## src/hdl/packbits_rle_encoder_macros.svh

```systemverilog
// Assertion macros shared by the encoder modules.
// Each macro expects clk and rst_n in the scope where it is used.
`ifndef PACKBITS_RLE_ENCODER_MACROS_SVH
`define PACKBITS_RLE_ENCODER_MACROS_SVH

// The consequent must hold in the same cycle as the antecedent.
`define PBRLE_ASSERT_IMP(label, ante, cons, msg) \
  label: assert property (@(posedge clk) disable iff (!rst_n) (ante) |-> (cons)) \
    else $error(msg);

// The condition must hold at every clock edge outside reset.
`define PBRLE_ASSERT_HOLDS(label, cond, msg) \
  label: assert property (@(posedge clk) disable iff (!rst_n) (cond)) \
    else $error(msg);

`endif

```

## src/hdl/pbrle_pkg.sv

```systemverilog
package pbrle_pkg;

  // PackBits limits.
  localparam int RUN_MIN  = 3;
  localparam int RUN_MAX  = 128 + RUN_MIN - 1;
  localparam int COPY_MAX = 128;
  localparam int READ_MAX = COPY_MAX + RUN_MIN - 1;

  // Literal byte ring: pending and committed literal bytes live here.
  localparam int RING_AW    = 8;
  localparam int RING_DEPTH = 1 << RING_AW;

  // Command queue between the front and the back.
  localparam int Q_DEPTH = 4;
  localparam int Q_AW    = $clog2(Q_DEPTH);
  localparam int Q_CW    = $clog2(Q_DEPTH + 1);

  typedef logic [RING_AW-1:0] ring_addr_t;

  // One encoding command: a literal block read from the ring, or a run.
  // For a literal, data is the start address in the ring; for a run it is
  // the repeated byte.
  typedef struct packed {
    logic       is_lit;
    logic [7:0] hdr;
    ring_addr_t data;
    logic [7:0] len;
    logic       end_item;
    logic       end_stream;
  } cmd_t;

  // Write port of the literal ring.
  typedef struct packed {
    logic       en;
    ring_addr_t addr;
    logic [7:0] data;
  } mem_wr_t;

  // One encoded byte on its way to the word packer.
  typedef struct packed {
    logic       vld;
    logic [7:0] data;
    logic       end_item;
    logic       end_stream;
  } enc_byte_t;

endpackage

```

## src/hdl/pbrle_cmd_fifo.sv

```systemverilog
`include "packbits_rle_encoder_macros.svh"

module pbrle_cmd_fifo (
  input  logic              clk,
  input  logic              rst_n,
  input  logic              push,
  input  pbrle_pkg::cmd_t   din,
  input  logic              pop,
  output pbrle_pkg::cmd_t   head,
  output logic              empty,
  output logic              afull
);

  localparam int AW    = pbrle_pkg::Q_AW;
  localparam int CW    = pbrle_pkg::Q_CW;
  localparam int DEPTH = pbrle_pkg::Q_DEPTH;

  pbrle_pkg::cmd_t entries_r [DEPTH];
  logic [AW-1:0]   wr_ptr_r;
  logic [AW-1:0]   rd_ptr_r;
  logic [CW-1:0]   cnt_r;

  // Status toward the front and the back.
  assign head  = entries_r[rd_ptr_r];
  assign empty = (cnt_r == '0);
  assign afull = (cnt_r >= CW'(DEPTH - 1));

  // Pointers and occupancy.
  always_ff @(posedge clk) begin
    if (!rst_n) begin
      wr_ptr_r <= '0;
      rd_ptr_r <= '0;
      cnt_r    <= '0;
    end else begin
      if (push) begin
        wr_ptr_r <= wr_ptr_r + AW'(1);
      end
      if (pop) begin
        rd_ptr_r <= rd_ptr_r + AW'(1);
      end
      if (push && !pop) begin
        cnt_r <= cnt_r + CW'(1);
      end else if (pop && !push) begin
        cnt_r <= cnt_r - CW'(1);
      end
    end
  end

  // Command storage.
  always_ff @(posedge clk) begin
    if (push) begin
      entries_r[wr_ptr_r] <= din;
    end
  end

  `PBRLE_ASSERT_IMP(a_no_overflow, push, cnt_r != CW'(DEPTH), "command queue overflow")
  `PBRLE_ASSERT_IMP(a_no_underflow, pop, cnt_r != '0, "command queue underflow")

endmodule

```

## src/hdl/pbrle_front.sv

```systemverilog
`include "packbits_rle_encoder_macros.svh"

module pbrle_front (
  input  logic                 clk,
  input  logic                 rst_n,
  input  logic [7:0]           in_byte,
  input  logic                 in_last,
  input  logic                 push,
  output logic                 full,
  input  logic                 q_afull,
  output logic                 q_push,
  output pbrle_pkg::cmd_t      q_din,
  output pbrle_pkg::mem_wr_t   mem_wr,
  input  logic                 rd_release
);

  localparam int AW = pbrle_pkg::RING_AW;

  // Encoder state.
  logic [7:0]      count_r, count_nxt;
  logic            in_run_r, in_run_nxt;
  logic [7:0]      run_val_r, run_val_nxt;
  logic [7:0]      run_len_r, run_len_nxt;
  logic [7:0]      prev1_r, prev1_nxt;
  logic [7:0]      prev2_r, prev2_nxt;
  logic [AW-1:0]   pstart_r, pstart_nxt;
  logic [AW:0]     inflight_r, inflight_nxt;
  logic            b_pend_r;
  pbrle_pkg::cmd_t b_cmd_r;

  logic            accept;
  logic            wr_byte;
  logic            a_vld, b_vld;
  pbrle_pkg::cmd_t a_cmd, b_cmd;
  logic [AW:0]     lit_add;
  logic [AW+1:0]   ring_used;
  logic [AW-1:0]   wptr;
  logic [7:0]      n1;
  logic [7:0]      len1;
  logic            run_hit;

  function automatic pbrle_pkg::cmd_t lit_cmd(input logic [AW-1:0] start,
                                              input logic [7:0] len);
    pbrle_pkg::cmd_t c;
    c        = '0;
    c.is_lit = 1'b1;
    c.hdr    = len - 8'd1;
    c.data   = start;
    c.len    = len;
    return c;
  endfunction

  function automatic pbrle_pkg::cmd_t run_cmd(input logic [7:0] len,
                                              input logic [7:0] value);
    pbrle_pkg::cmd_t c;
    c      = '0;
    c.hdr  = 8'(pbrle_pkg::RUN_MIN - 1) - len;
    c.data = value;
    return c;
  endfunction

  // Ring occupancy: committed but unread literal bytes plus pending ones.
  assign ring_used = {1'b0, inflight_r} + {2'b0, count_r};
  assign full      = b_pend_r || q_afull || (ring_used >= (AW + 2)'(pbrle_pkg::RING_DEPTH));
  assign accept    = push && !full;

  assign wptr    = pstart_r + count_r;
  assign n1      = count_r + 8'd1;
  assign len1    = run_len_r + 8'd1;
  assign run_hit = (count_r >= 8'd2) && (prev1_r == in_byte) && (prev2_r == in_byte);

  // Classify the incoming byte and form up to two commands.
  always_comb begin
    count_nxt   = count_r;
    in_run_nxt  = in_run_r;
    run_val_nxt = run_val_r;
    run_len_nxt = run_len_r;
    prev1_nxt   = prev1_r;
    prev2_nxt   = prev2_r;
    pstart_nxt  = pstart_r;
    wr_byte     = 1'b0;
    a_vld       = 1'b0;
    a_cmd       = '0;
    b_vld       = 1'b0;
    b_cmd       = '0;

    if (in_run_r) begin
      if (in_byte == run_val_r) begin
        if (len1 == 8'(pbrle_pkg::RUN_MAX)) begin
          // Maximum run: send it now and start over with an empty buffer.
          a_vld       = 1'b1;
          a_cmd       = run_cmd(len1, run_val_r);
          in_run_nxt  = 1'b0;
          run_len_nxt = '0;
          count_nxt   = '0;
        end else begin
          run_len_nxt = len1;
          if (in_last) begin
            a_vld = 1'b1;
            a_cmd = run_cmd(len1, run_val_r);
          end
        end
      end else begin
        // Run breaker: send the run and open a new literal buffer with it.
        a_vld       = 1'b1;
        a_cmd       = run_cmd(run_len_r, run_val_r);
        in_run_nxt  = 1'b0;
        run_len_nxt = '0;
        wr_byte     = 1'b1;
        count_nxt   = 8'd1;
        prev1_nxt   = in_byte;
        if (in_last) begin
          b_vld = 1'b1;
          b_cmd = lit_cmd(wptr, 8'd1);
        end
      end
    end else begin
      wr_byte   = 1'b1;
      prev1_nxt = in_byte;
      prev2_nxt = prev1_r;
      if (run_hit) begin
        // Three equal bytes: literals before them go out, a run begins.
        in_run_nxt  = 1'b1;
        run_val_nxt = in_byte;
        run_len_nxt = 8'(pbrle_pkg::RUN_MIN);
        count_nxt   = '0;
        pstart_nxt  = pstart_r + AW'(count_r - 8'd2);
        if (count_r > 8'd2) begin
          a_vld = 1'b1;
          a_cmd = lit_cmd(pstart_r, count_r - 8'd2);
          if (in_last) begin
            b_vld = 1'b1;
            b_cmd = run_cmd(8'(pbrle_pkg::RUN_MIN), in_byte);
          end
        end else if (in_last) begin
          a_vld = 1'b1;
          a_cmd = run_cmd(8'(pbrle_pkg::RUN_MIN), in_byte);
        end
      end else if (n1 == 8'(pbrle_pkg::READ_MAX)) begin
        // Full buffer: send the first block, the last two bytes stay.
        a_vld      = 1'b1;
        a_cmd      = lit_cmd(pstart_r, 8'(pbrle_pkg::COPY_MAX));
        pstart_nxt = pstart_r + AW'(pbrle_pkg::COPY_MAX);
        count_nxt  = 8'(pbrle_pkg::READ_MAX - pbrle_pkg::COPY_MAX);
        if (in_last) begin
          b_vld = 1'b1;
          b_cmd = lit_cmd(pstart_nxt, count_nxt);
        end
      end else begin
        count_nxt = n1;
        if (in_last) begin
          a_vld = 1'b1;
          if (n1 > 8'(pbrle_pkg::COPY_MAX)) begin
            a_cmd = lit_cmd(pstart_r, 8'(pbrle_pkg::COPY_MAX));
            b_vld = 1'b1;
            b_cmd = lit_cmd(pstart_r + AW'(pbrle_pkg::COPY_MAX),
                            n1 - 8'(pbrle_pkg::COPY_MAX));
          end else begin
            a_cmd = lit_cmd(pstart_r, n1);
          end
        end
      end
    end

    // End of stream: everything pending has been committed above.
    if (in_last) begin
      pstart_nxt  = pstart_nxt + count_nxt;
      count_nxt   = '0;
      in_run_nxt  = 1'b0;
      run_val_nxt = '0;
      run_len_nxt = '0;
    end

    // The final command of this transaction closes the item.
    if (b_vld) begin
      b_cmd.end_item   = 1'b1;
      b_cmd.end_stream = in_last;
    end else if (a_vld) begin
      a_cmd.end_item   = 1'b1;
      a_cmd.end_stream = in_last;
    end
  end

  // Literal bytes newly referenced by commands of this transaction.
  always_comb begin
    lit_add = '0;
    if (a_vld && a_cmd.is_lit) begin
      lit_add = lit_add + {1'b0, a_cmd.len};
    end
    if (b_vld && b_cmd.is_lit) begin
      lit_add = lit_add + {1'b0, b_cmd.len};
    end
    inflight_nxt = inflight_r + (accept ? lit_add : '0) - {{AW{1'b0}}, rd_release};
  end

  // Queue and ring write ports.
  assign q_push      = (accept && a_vld) || b_pend_r;
  assign q_din       = b_pend_r ? b_cmd_r : a_cmd;
  assign mem_wr.en   = accept && wr_byte;
  assign mem_wr.addr = wptr;
  assign mem_wr.data = in_byte;

  // State update.
  always_ff @(posedge clk) begin
    if (!rst_n) begin
      count_r    <= '0;
      in_run_r   <= 1'b0;
      run_val_r  <= '0;
      run_len_r  <= '0;
      pstart_r   <= '0;
      inflight_r <= '0;
      b_pend_r   <= 1'b0;
    end else begin
      inflight_r <= inflight_nxt;
      b_pend_r   <= accept && b_vld;
      if (accept) begin
        count_r   <= count_nxt;
        in_run_r  <= in_run_nxt;
        run_val_r <= run_val_nxt;
        run_len_r <= run_len_nxt;
        pstart_r  <= pstart_nxt;
      end
    end
  end

  // Look-back bytes and the deferred second command.
  always_ff @(posedge clk) begin
    if (accept) begin
      prev1_r <= prev1_nxt;
      prev2_r <= prev2_nxt;
      b_cmd_r <= b_cmd;
    end
  end

  `PBRLE_ASSERT_HOLDS(a_ring_bound, ring_used <= (AW + 2)'(pbrle_pkg::RING_DEPTH), "literal ring over-committed")

endmodule

```

## src/hdl/pbrle_back.sv

```systemverilog
module pbrle_back (
  input  logic                   clk,
  input  logic                   rst_n,
  input  logic                   q_empty,
  input  pbrle_pkg::cmd_t        q_head,
  output logic                   q_pop,
  input  pbrle_pkg::mem_wr_t     mem_wr,
  output logic                   rd_release,
  output pbrle_pkg::enc_byte_t   enc,
  input  logic                   enc_rdy
);

  localparam int AW = pbrle_pkg::RING_AW;

  typedef enum logic [1:0] {
    S_IDLE,
    S_HDR,
    S_BODY
  } state_t;

  state_t          st_r, st_nxt;
  pbrle_pkg::cmd_t cmd_r;
  logic [7:0]      left_r;
  logic [AW-1:0]   ptr_r;
  logic [7:0]      rdata_r;
  logic [7:0]      ring_mem [pbrle_pkg::RING_DEPTH];

  logic            fire;
  logic            final_byte;
  logic            rd_en;
  logic [AW-1:0]   rd_addr;

  // Byte presented to the packer.
  assign final_byte     = (st_r == S_BODY) && (left_r == 8'd1);
  assign enc.vld        = (st_r != S_IDLE);
  assign enc.data       = (st_r == S_HDR) ? cmd_r.hdr : (cmd_r.is_lit ? rdata_r : cmd_r.data);
  assign enc.end_item   = final_byte && cmd_r.end_item;
  assign enc.end_stream = final_byte && cmd_r.end_stream;
  assign fire           = enc.vld && enc_rdy;

  // Literal reads run one byte ahead of the byte being sent.
  assign rd_en      = fire && cmd_r.is_lit && ((st_r == S_HDR) || ((st_r == S_BODY) && !final_byte));
  assign rd_addr    = (st_r == S_HDR) ? cmd_r.data : ptr_r;
  assign rd_release = rd_en;

  // Next command is taken when idle or as the current one finishes.
  assign q_pop = !q_empty && ((st_r == S_IDLE) || (fire && final_byte));

  always_comb begin
    st_nxt = st_r;
    unique case (st_r)
      S_IDLE: begin
        if (q_pop) st_nxt = S_HDR;
      end
      S_HDR: begin
        if (fire) st_nxt = S_BODY;
      end
      S_BODY: begin
        if (fire && final_byte) st_nxt = q_pop ? S_HDR : S_IDLE;
      end
      default: st_nxt = S_IDLE;
    endcase
  end

  // Sequencer state and command registers.
  always_ff @(posedge clk) begin
    if (!rst_n) begin
      st_r <= S_IDLE;
    end else begin
      st_r <= st_nxt;
    end
    if (q_pop) begin
      cmd_r <= q_head;
    end
    if (fire && (st_r == S_HDR)) begin
      left_r <= cmd_r.is_lit ? cmd_r.len : 8'd1;
      ptr_r  <= cmd_r.data + AW'(1);
    end else if (fire && (st_r == S_BODY)) begin
      left_r <= left_r - 8'd1;
      if (rd_en) begin
        ptr_r <= ptr_r + AW'(1);
      end
    end
  end

  // Literal ring: one write port from the front, one registered read port.
  always_ff @(posedge clk) begin
    if (mem_wr.en) begin
      ring_mem[mem_wr.addr] <= mem_wr.data;
    end
    if (rd_en) begin
      rdata_r <= ring_mem[rd_addr];
    end
  end

endmodule

```

## src/hdl/pbrle_packer.sv

```systemverilog
`include "packbits_rle_encoder_macros.svh"

module pbrle_packer (
  input  logic                   clk,
  input  logic                   rst_n,
  input  pbrle_pkg::enc_byte_t   enc,
  output logic                   enc_rdy,
  output logic [7:0]             out_byte0,
  output logic [7:0]             out_byte1,
  output logic [7:0]             out_byte2,
  output logic [7:0]             out_byte3,
  output logic [2:0]             out_count,
  output logic                   out_item_end,
  output logic                   out_stream_end,
  output logic                   empty,
  input  logic                   pop
);

  logic [7:0] acc_r [3];
  logic [1:0] acc_n_r;
  logic [7:0] word [4];
  logic [7:0] out_b_r [4];
  logic [2:0] out_cnt_r;
  logic       out_item_r;
  logic       out_stream_r;
  logic       out_vld_r;

  logic       completes;
  logic       take;
  logic       load;

  // A word closes at four bytes or at the end of a transaction's output.
  assign completes = enc.end_item || (acc_n_r == 2'd3);
  assign enc_rdy   = !completes || !out_vld_r || pop;
  assign take      = enc.vld && enc_rdy;
  assign load      = take && completes;

  // Closing word: collected bytes, the new byte, zeros beyond the count.
  always_comb begin
    word[0] = (acc_n_r == 2'd0) ? enc.data : acc_r[0];
    word[1] = (acc_n_r == 2'd1) ? enc.data : ((acc_n_r > 2'd1) ? acc_r[1] : 8'd0);
    word[2] = (acc_n_r == 2'd2) ? enc.data : ((acc_n_r > 2'd2) ? acc_r[2] : 8'd0);
    word[3] = (acc_n_r == 2'd3) ? enc.data : 8'd0;
  end

  // Output register and fill level.
  always_ff @(posedge clk) begin
    if (!rst_n) begin
      out_vld_r <= 1'b0;
      acc_n_r   <= '0;
    end else begin
      if (load) begin
        out_vld_r <= 1'b1;
      end else if (pop) begin
        out_vld_r <= 1'b0;
      end
      if (take) begin
        acc_n_r <= completes ? 2'd0 : acc_n_r + 2'd1;
      end
    end
  end

  // Byte lanes.
  always_ff @(posedge clk) begin
    if (take && !completes) begin
      acc_r[acc_n_r] <= enc.data;
    end
    if (load) begin
      out_b_r      <= word;
      out_cnt_r    <= {1'b0, acc_n_r} + 3'd1;
      out_item_r   <= enc.end_item;
      out_stream_r <= enc.end_stream;
    end
  end

  assign out_byte0      = out_b_r[0];
  assign out_byte1      = out_b_r[1];
  assign out_byte2      = out_b_r[2];
  assign out_byte3      = out_b_r[3];
  assign out_count      = out_cnt_r;
  assign out_item_end   = out_item_r;
  assign out_stream_end = out_stream_r;
  assign empty          = !out_vld_r;

  `PBRLE_ASSERT_IMP(a_short_word_ends_item, out_vld_r && !out_item_r, out_cnt_r == 3'd4, "short word before item end")
  `PBRLE_ASSERT_IMP(a_stream_end_in_item_end, out_vld_r && out_stream_r, out_item_r, "stream end without item end")

endmodule

```

## src/hdl/packbits_rle_encoder.sv

```systemverilog
// PackBits run-length encoder, one raw byte per input transaction.
// Input: drive in_byte and in_last with push; a transaction completes on a
// clock edge with push high and full low. in_last marks the final byte of a
// stream; pending literals or the open run are flushed and the run and
// literal-count state returns to its reset values.
// Output: encoded bytes come packed in words of one to four bytes. While
// empty is low, out_byte0..out_byte3, out_count, out_item_end and
// out_stream_end show the oldest word; pop with empty low takes it.
// out_item_end marks the last word caused by one input byte, out_stream_end
// the last word of the stream. A byte that causes no output gives no word.
// The back end sends one encoded byte per cycle while the packer accepts,
// from the single read port of the literal ring, and idles between commands
// when the queue runs dry. A run is a header and one byte, a literal block of
// L bytes a header and L bytes. The front takes one byte per cycle but holds
// full while it queues a byte's second command, while the 4-entry command
// queue is nearly full or while the 256-entry literal ring has no room. Reset
// clears the state. A stalled receiver holds the output word; up to three
// more bytes gather behind it, then the back end, the queue and finally the
// input stall.
module packbits_rle_encoder (
  input  logic       clk,
  input  logic       rst_n,
  input  logic [7:0] in_byte,
  input  logic       in_last,
  input  logic       push,
  output logic       full,
  output logic [7:0] out_byte0,
  output logic [7:0] out_byte1,
  output logic [7:0] out_byte2,
  output logic [7:0] out_byte3,
  output logic [2:0] out_count,
  output logic       out_item_end,
  output logic       out_stream_end,
  output logic       empty,
  input  logic       pop
);

  logic                 q_push;
  pbrle_pkg::cmd_t      q_din;
  logic                 q_pop;
  pbrle_pkg::cmd_t      q_head;
  logic                 q_empty;
  logic                 q_afull;
  pbrle_pkg::mem_wr_t   mem_wr;
  logic                 rd_release;
  pbrle_pkg::enc_byte_t enc;
  logic                 enc_rdy;

  // Classifies bytes and writes literals into the ring.
  pbrle_front u_front (
    .clk        (clk),
    .rst_n      (rst_n),
    .in_byte    (in_byte),
    .in_last    (in_last),
    .push       (push),
    .full       (full),
    .q_afull    (q_afull),
    .q_push     (q_push),
    .q_din      (q_din),
    .mem_wr     (mem_wr),
    .rd_release (rd_release)
  );

  // Command queue decoupling classification from byte emission.
  pbrle_cmd_fifo u_fifo (
    .clk   (clk),
    .rst_n (rst_n),
    .push  (q_push),
    .din   (q_din),
    .pop   (q_pop),
    .head  (q_head),
    .empty (q_empty),
    .afull (q_afull)
  );

  // Turns commands into encoded bytes.
  pbrle_back u_back (
    .clk        (clk),
    .rst_n      (rst_n),
    .q_empty    (q_empty),
    .q_head     (q_head),
    .q_pop      (q_pop),
    .mem_wr     (mem_wr),
    .rd_release (rd_release),
    .enc        (enc),
    .enc_rdy    (enc_rdy)
  );

  // Packs encoded bytes into output words.
  pbrle_packer u_packer (
    .clk            (clk),
    .rst_n          (rst_n),
    .enc            (enc),
    .enc_rdy        (enc_rdy),
    .out_byte0      (out_byte0),
    .out_byte1      (out_byte1),
    .out_byte2      (out_byte2),
    .out_byte3      (out_byte3),
    .out_count      (out_count),
    .out_item_end   (out_item_end),
    .out_stream_end (out_stream_end),
    .empty          (empty),
    .pop            (pop)
  );

endmodule
```

## config.mk

```make
export PLATFORM = sky130hd
export DESIGN_NAME = packbits_rle_encoder
export DESIGN_NICKNAME = d
export VERILOG_FILES = /design/src/hdl/pbrle_pkg.sv /design/src/hdl/pbrle_cmd_fifo.sv /design/src/hdl/pbrle_front.sv /design/src/hdl/pbrle_back.sv /design/src/hdl/pbrle_packer.sv /design/src/hdl/packbits_rle_encoder.sv
export VERILOG_INCLUDE_DIRS = /design/src /design/src/hdl
export SDC_FILE = /design/constraint.sdc
export NUM_CORES = 2
export LEC_CHECK = 0
export BUFFER_PORTS_ARGS = -buffer_cell sky130_fd_sc_hd__buf_2
export CAP_MARGIN = 20
export CELL_PAD_IN_SITES_DETAIL_PLACEMENT = 1
export CELL_PAD_IN_SITES_GLOBAL_PLACEMENT = 1
export CORE_ASPECT_RATIO = 0.9
export CORE_UTILIZATION = 25
export CTS_BUF_LIST = sky130_fd_sc_hd__clkbuf_16
export DETAILED_ROUTE_END_ITERATION = 16
export GPL_TIMING_DRIVEN = 0
export PLACE_DENSITY_LB_ADDON = 0.1
export REMOVE_ABC_BUFFERS = 1
export SYNTH_ARGS = -nofsm -noshare
export SYNTH_HDL_FRONTEND = slang
export SYNTH_SLANG_ARGS = --single-unit
export TNS_END_PERCENT = 30
```

## constraint.sdc

```tcl
create_clock -name clk -period 4.8 [get_ports clk]
set_clock_uncertainty 0.2 [all_clocks]
set_input_delay 0.72 -clock clk [delete_from_list [all_inputs] [get_ports clk]]
set_output_delay 0.72 -clock clk [all_outputs]
set_load 0.02 [all_outputs]
```

Word level (Yosys, flattened, before mapping)
Memories as Yosys holds them, arrays and structs flattened. A register that Yosys moved wholly into a read port is not among the register bits.
Index checks and enable logic that the tools add are counted.
{"block": "word_totals", "reg_bits": 151, "latch_bits": 0, "mem_bits_rw": 2180, "mem_bits_ro": 0, "mem_count": 3}
{"block": "classes", "add_sub_neg": 26, "n_mul": 0, "div": 0, "n_lt_le_gt_ge": 7, "n_eq_ne": 16, "shifts": 0, "mux": 97, "bitwise": 1, "reduce_logical": 54}
{"memory": "u_back.ring_mem", "words": 256, "word_bits": 8, "rd": 1, "rd_clocked_by_memory_dff": 1, "wr": 1, "line_no": "pbrle_back.sv:26", "text": "logic [7:0] ring_mem [pbrle_pkg::RING_DEPTH];"}
{"memory": "u_fifo.entries_r", "words": 4, "word_bits": 27, "rd": 1, "rd_clocked_by_memory_dff": 1, "wr": 1, "line_no": "pbrle_cmd_fifo.sv:18", "text": "pbrle_pkg::cmd_t entries_r [DEPTH];"}
{"memory": "u_packer.acc_r", "words": 3, "word_bits": 8, "rd": 3, "rd_clocked_by_memory_dff": 0, "wr": 1, "line_no": "pbrle_packer.sv:19", "text": "logic [7:0] acc_r [3];"}
{"operator": "$mux W27", "n": 17}
{"operator": "$mux W8", "n": 35}
{"operator": "$mux W26", "n": 3}
{"operator": "$add A8 B1 Y8 const B", "n": 4}
{"operator": "$sub A8 B1 Y8 const B", "n": 4}
{"operator": "$mux W1", "n": 31}
{"operator": "$add A8 B8 Y8", "n": 3}
{"operator": "$eq A8 B8 Y1", "n": 3}
{"operator": "$logic_and A1 B1 Y1", "n": 23}
{"operator": "$mux W9", "n": 2}
{"operator": "$eq A8 B8 Y1 const B", "n": 2}
{"operator": "$sub A2 B8 Y8 const A", "n": 2}
{"operator": "$mux W2", "n": 6}
{"operator": "$reduce_bool A2 Y1", "n": 6}
{"operator": "$add A9 B8 Y10", "n": 1}
{"operator": "$ge A10 B9 Y1 const B", "n": 1}
{"operator": "$add A8 B8 Y9", "n": 1}
{"operator": "$add A9 B9 Y9", "n": 1}
{"operator": "$sub A9 B1 Y9", "n": 1}
{"operator": "$add A8 B8 Y8 const B", "n": 1}
{"operator": "$eq A8 B1 Y1 const B", "n": 1}
{"operator": "$ge A8 B2 Y1 const B", "n": 1}
{"operator": "$gt A8 B2 Y1 const B", "n": 1}
{"operator": "$gt A8 B8 Y1 const B", "n": 1}
{"operator": "other kinds (23)", "n": 50}

Longest topological paths before layout
{"block": "logic_depth", "ltp_word": 14, "ltp_mapped": 27}

Modules after synthesis
From an unflattened synthesis, not the netlist that was laid out.
{"block": "hier_totals", "hier_cells": 6919, "hier_area_um2": 97202.0}
{"mod": "pbrle_back", "instances": 1, "cells_per_inst": 5650, "area_each_um2": 82819.4, "seq_area_each_um2": 63070.5}
{"mod": "pbrle_front", "instances": 1, "cells_per_inst": 943, "area_each_um2": 7558.5, "seq_area_each_um2": 2152.1}
{"mod": "pbrle_cmd_fifo", "instances": 1, "cells_per_inst": 184, "area_each_um2": 4389.2, "seq_area_each_um2": 3423.3}
{"mod": "pbrle_packer", "instances": 1, "cells_per_inst": 142, "area_each_um2": 2434.8, "seq_area_each_um2": 1891.8}

Least setup slack after synthesis
No wires, ideal clock.
{"block": "synth_timing", "path_type": "flip-flop to flip-flop", "start": "register u_front.count_r[1]", "end": "register u_front.inflight_r[8]", "setup_time_ns": 0.128, "arrival_time_ns": 4.963, "slack_ns": -0.491, "path_stages_with_launch": 22, "path_buffers": 2, "period_less_slack_ns": 5.291, "path_cell_list": "dfxtp_1 > ha_1 > a31o_2 > a21oi_1 > o21ai_0 > a21oi_1 > o211ai_2 > inv_1 > buf_2 > clkbuf_1 > o21ai_0 > ha_1 > inv_1 > fa_1 > a21o_1 > a21oi_1 > o21bai_1 > a21oi_1 > o21ai_0 > xnor2_1 > xnor2_1 > nor2_1"}
{"block": "synth_between", "elab_cells_between_ends": 44, "classes_between": "7 x add/sub; 4 x order compare; 1 x eq/ne; 25 x mux; 7 x reduce/logical"}
{"item": "from (decl)", "line_no": "pbrle_front.sv:20", "text": "logic [7:0] count_r, count_nxt;"}
{"item": "from (signal assigned)", "line_no": "pbrle_front.sv:217", "text": "count_r <= count_nxt;"}
{"item": "$add A9 B8 Y10", "line_no": "pbrle_front.sv:63", "text": "assign ring_used = {1'b0, inflight_r} + {2'b0, count_r};"}
{"item": "$ge A10 B9 Y1", "line_no": "pbrle_front.sv:64", "text": "assign full = b_pend_r || q_afull || (ring_used >= (AW + 2)'(pbrle_pkg::RING_DEPTH));"}
{"item": "$logic_or A1 B1 Y1", "line_no": "pbrle_front.sv:64"}
{"item": "$logic_not A1 Y1", "line_no": "pbrle_front.sv:65", "text": "assign accept = push && !full;"}
{"item": "$logic_and A1 B1 Y1", "line_no": "pbrle_front.sv:65"}
{"item": "via u_front.accept", "line_no": "pbrle_front.sv:31", "text": "logic accept;"}
{"item": "$mux W9", "line_no": "pbrle_front.sv:193", "text": "inflight_nxt = inflight_r + (accept ? lit_add : '0) - {{AW{1'b0}}, rd_release};"}
{"item": "$add A9 B9 Y9", "line_no": "pbrle_front.sv:193"}
{"item": "$sub A9 B1 Y9", "line_no": "pbrle_front.sv:193"}
{"item": "to (signal assigned)", "line_no": "pbrle_front.sv:214", "text": "inflight_r <= inflight_nxt;"}
{"item": "to (decl)", "line_no": "pbrle_front.sv:27", "text": "logic [AW:0] inflight_r, inflight_nxt;"}
The timed path passes the listed nets, and every way through them passes these cells.
A chain may end at the register's enable or synchronous reset.

==> run metrics <==
clock buffer count from CTS=281; WL final=349,000 microns; vias per cell=4.75; footprint of the multi-input gates=25,800 sq um; ANT nets after route=0; DRT Pass-1 Iters=6; Worst Max-Slew Pin Slew=between 1 and 1.5 ns; Post-Synthesis Cell Area=96,700 sq um; Port Buffer Count=51; most used cell, CP=ha_4; crit-path max FO=75; vias in the first global route=62,738; most common library cells after synthesis=2,311 x edfxtp_1, 1,788 x nand2_1, 654 x nand3_1; required time of the critical path=~5.4 ns; Worst VDD drop=0.000365 V; stages on the worst setup path=27; initial core utilization=25.1%; Mean Syn Cell Area=between 10 and 15 sq um; Layout area overhead=21.3%; post-layout util=a little under a third; Slew Limit Fails=0; delay-heaviest family, CP=compound AO/OA/AOI/OAI gates; Sw Ratio=37.6%; H-tree depth=5; CTS tree=done; CP max stage cell=a211oi_4; status=complete, but fails checks; Slew HR=a little over a quarter; CORE AREA=385,000 sq um; Final #Nets=7,550; Async S/R FF share, synth=0%; clock share of power=29.7%; ranking of synthesized cells by area=edfxtp_1 72%, nand2_1 6.9%, nand3_1 3.4%; final setup margin=-0.215 ns; initial antenna violation count=19; Fin. Hold Viols=0; ys flop type=edfxtp_1; first-pass GRT wire length=494,000 microns; RSZ-0062 raised after global routing=yes; R2R cell count=25; All-Layer GR Usage=17.6%; CTS sink count=~2,400; clk buf depth=4; GP Congestion=0.746; final std cells w/o fill=12,795; Final period util=104%; Post-synth EDFFs=2,311; Min Clock Period, post-route=5.01 ns; Synth Warn #=0; top-area cell type share of the netlist area=71.8%; via count=approximately 61,000; Layout fillers=slightly above 40,000; Leak=0.0389 uW; Cell Area, Placed=105,000 sq um; # rows=216; Synth Register Bits=2,366; CP bufs+invs=6; Sequential Power Share=35.1%; final setup vio count=3; Die X-Extent=657 microns; Unique masters post-synth=87; placed cell count=12,161; # DRC=0; Comb power frac=about a third; crit path capture type=flop; NetSw=25,800 uW; maxcap violations=0; final HPWL from detailed placement=210,000 microns; share of cells above drive strength 1=14.8%; Hold Path Class=primary input to flop; Fmax=199 MHz; average wire per standard cell=about 27 microns; crit-path max cell delay=0.37 ns; Die Ht=about 590 microns; I/O pins=52; hold path depth=2; largest net degree at the start of global routing=125; final std cell area, no fill=117,000 sq um; largest area contributor in the netlist=edfxtp_1; area occupied by registers=just over 70,000 sq um; Post-Synthesis Cells=7,247; final total power=68,400 uW; Hold Slack=between 0.05 and 0.06 ns; failing checks=setup timing; critical path type=primary input to flop; most common cell in the netlist=edfxtp_1; PD cells=584 nW/um^2; initial drt markers=4,295; CTS clock-pin slew for the worst setup and hold paths=0.06 ns; root buffer cell=clkbuf_16; die area=389,000 sq um; sequential share of the synthesized area=72.9%; GRT overflow=0; Internal Power=around 43,000 uW; worst skew pair latency=between 0.9 and 1 ns; Critical Path Start Type=primary input; WP data arrival=~5.6 ns
## registers in the layout (all words and copies together) (netlist names), 9 cells and up
name and count:
u_back.cmd_r 27, u_back.ring_mem 2048, u_fifo.entries_r 108, u_front.b_cmd_r 27, u_front.inflight_r 9, u_packer.acc_r 24
## power groups by stage
stage / Combinational, uW / Sequential [uW] / Clock [uW]
floorplan: 9960 / 24300 / 0
global placement: 14700 / 24600 / 0
detailed placement: 23600 / 24500 / 0
CTS: 24500 / 24100 / 21000
global route: 25900 / 24100 / 21600
finish: 24000 / 24000 / 20400
## per-layer routing
metal	vias to the layer above	track usage [%]	wire length, microns
met1	31956	25.3	169000
met5	-	0	0
met4	0	3.64	7100
met3	410	1.71	11000
li1	27467	-	-
met2	951	28.7	162000
## path summary, 6_finish.rpt
path,startpoint,to,slack (ns)
max reg2reg,u_front.prev1_r[7],u_front.inflight_r[8],-0.17
min,in_byte[2],u_back.ring_mem[26][2],0.06
max,in_byte[0],u_front.inflight_r[8],-0.21
min reg2reg,u_front.prev1_r[0],u_front.prev2_r[0],0.28
## through the flow
stage / worst slack (ns) / setup TNS, ns
global placement: -34.35 / -
detailed placement: -3.37 / -1928.58
floorplan: -12.86 / -104.03
finish: -0.215 / -0.305
global route: -0.396 / -7.68
CTS: -0.346 / -52.39
## logic make-up (layout without fill, tap and decap cells)
logic type	count (synthesis)	after routing	share of synthesized area [%]
simple gates	3321	3323	15.1
flops	2366	2366	72.9
compound gates	590	593	4.41
buf+inv	518	933	2.31
mux	270	270	3.18
xor+xnor	97	97	0.894
fa+ha+maj	84	84	1.13
other cells	1	6	0.00388
## layout by cell type (no fill, tap or decap), drive strengths merged, types with 13 or more instances in the layout
cell type / Yosys / layout
a21o: 15 / 18
a21oi: 73 / 73
a222oi: 16 / 16
a22o: 17 / 17
a22oi: 18 / 18
a31oi: 95 / 95
a32oi: 157 / 157
and2: 26 / 27
and3: 42 / 42
buf: 242 / 327
bufbuf: 0 / 27
bufinv: 0 / 13
clkbuf: 204 / 287
clkinv: 2 / 114
dfxtp: 55 / 55
edfxtp: 2311 / 2311
ha: 78 / 78
inv: 70 / 155
mux2: 23 / 23
mux2i: 220 / 220
mux4: 27 / 27
nand2: 1788 / 1788
nand2b: 13 / 14
nand3: 657 / 657
nand4: 279 / 279
nor2: 363 / 363
nor3: 44 / 44
nor4: 41 / 41
o211ai: 16 / 16
o21ai: 89 / 89
or3: 22 / 22
xnor2: 62 / 62
xor2: 35 / 35
## cell type report
cell class                 instances  area share [%]
multi-input combinational       4369            22.0
tap                             5123            5.47
antenna                            4         0.00854
timing repair buffer             363            4.84
sequential                      2366            60.2
clock inverter                   213            1.18
inverter                          72           0.242
clock buffer                     285            6.08
## what timing repair did
item	CTS	global route
gates cloned	32	0
pin swaps	41	33
hold endpoints to repair	30	0
hold buffers	9	0
setup buffers	75	20
gates resized for setup	249	157
endpoints found under the setup margin	2181	1380
No activity file was read; power rests on OpenSTA's default activity.
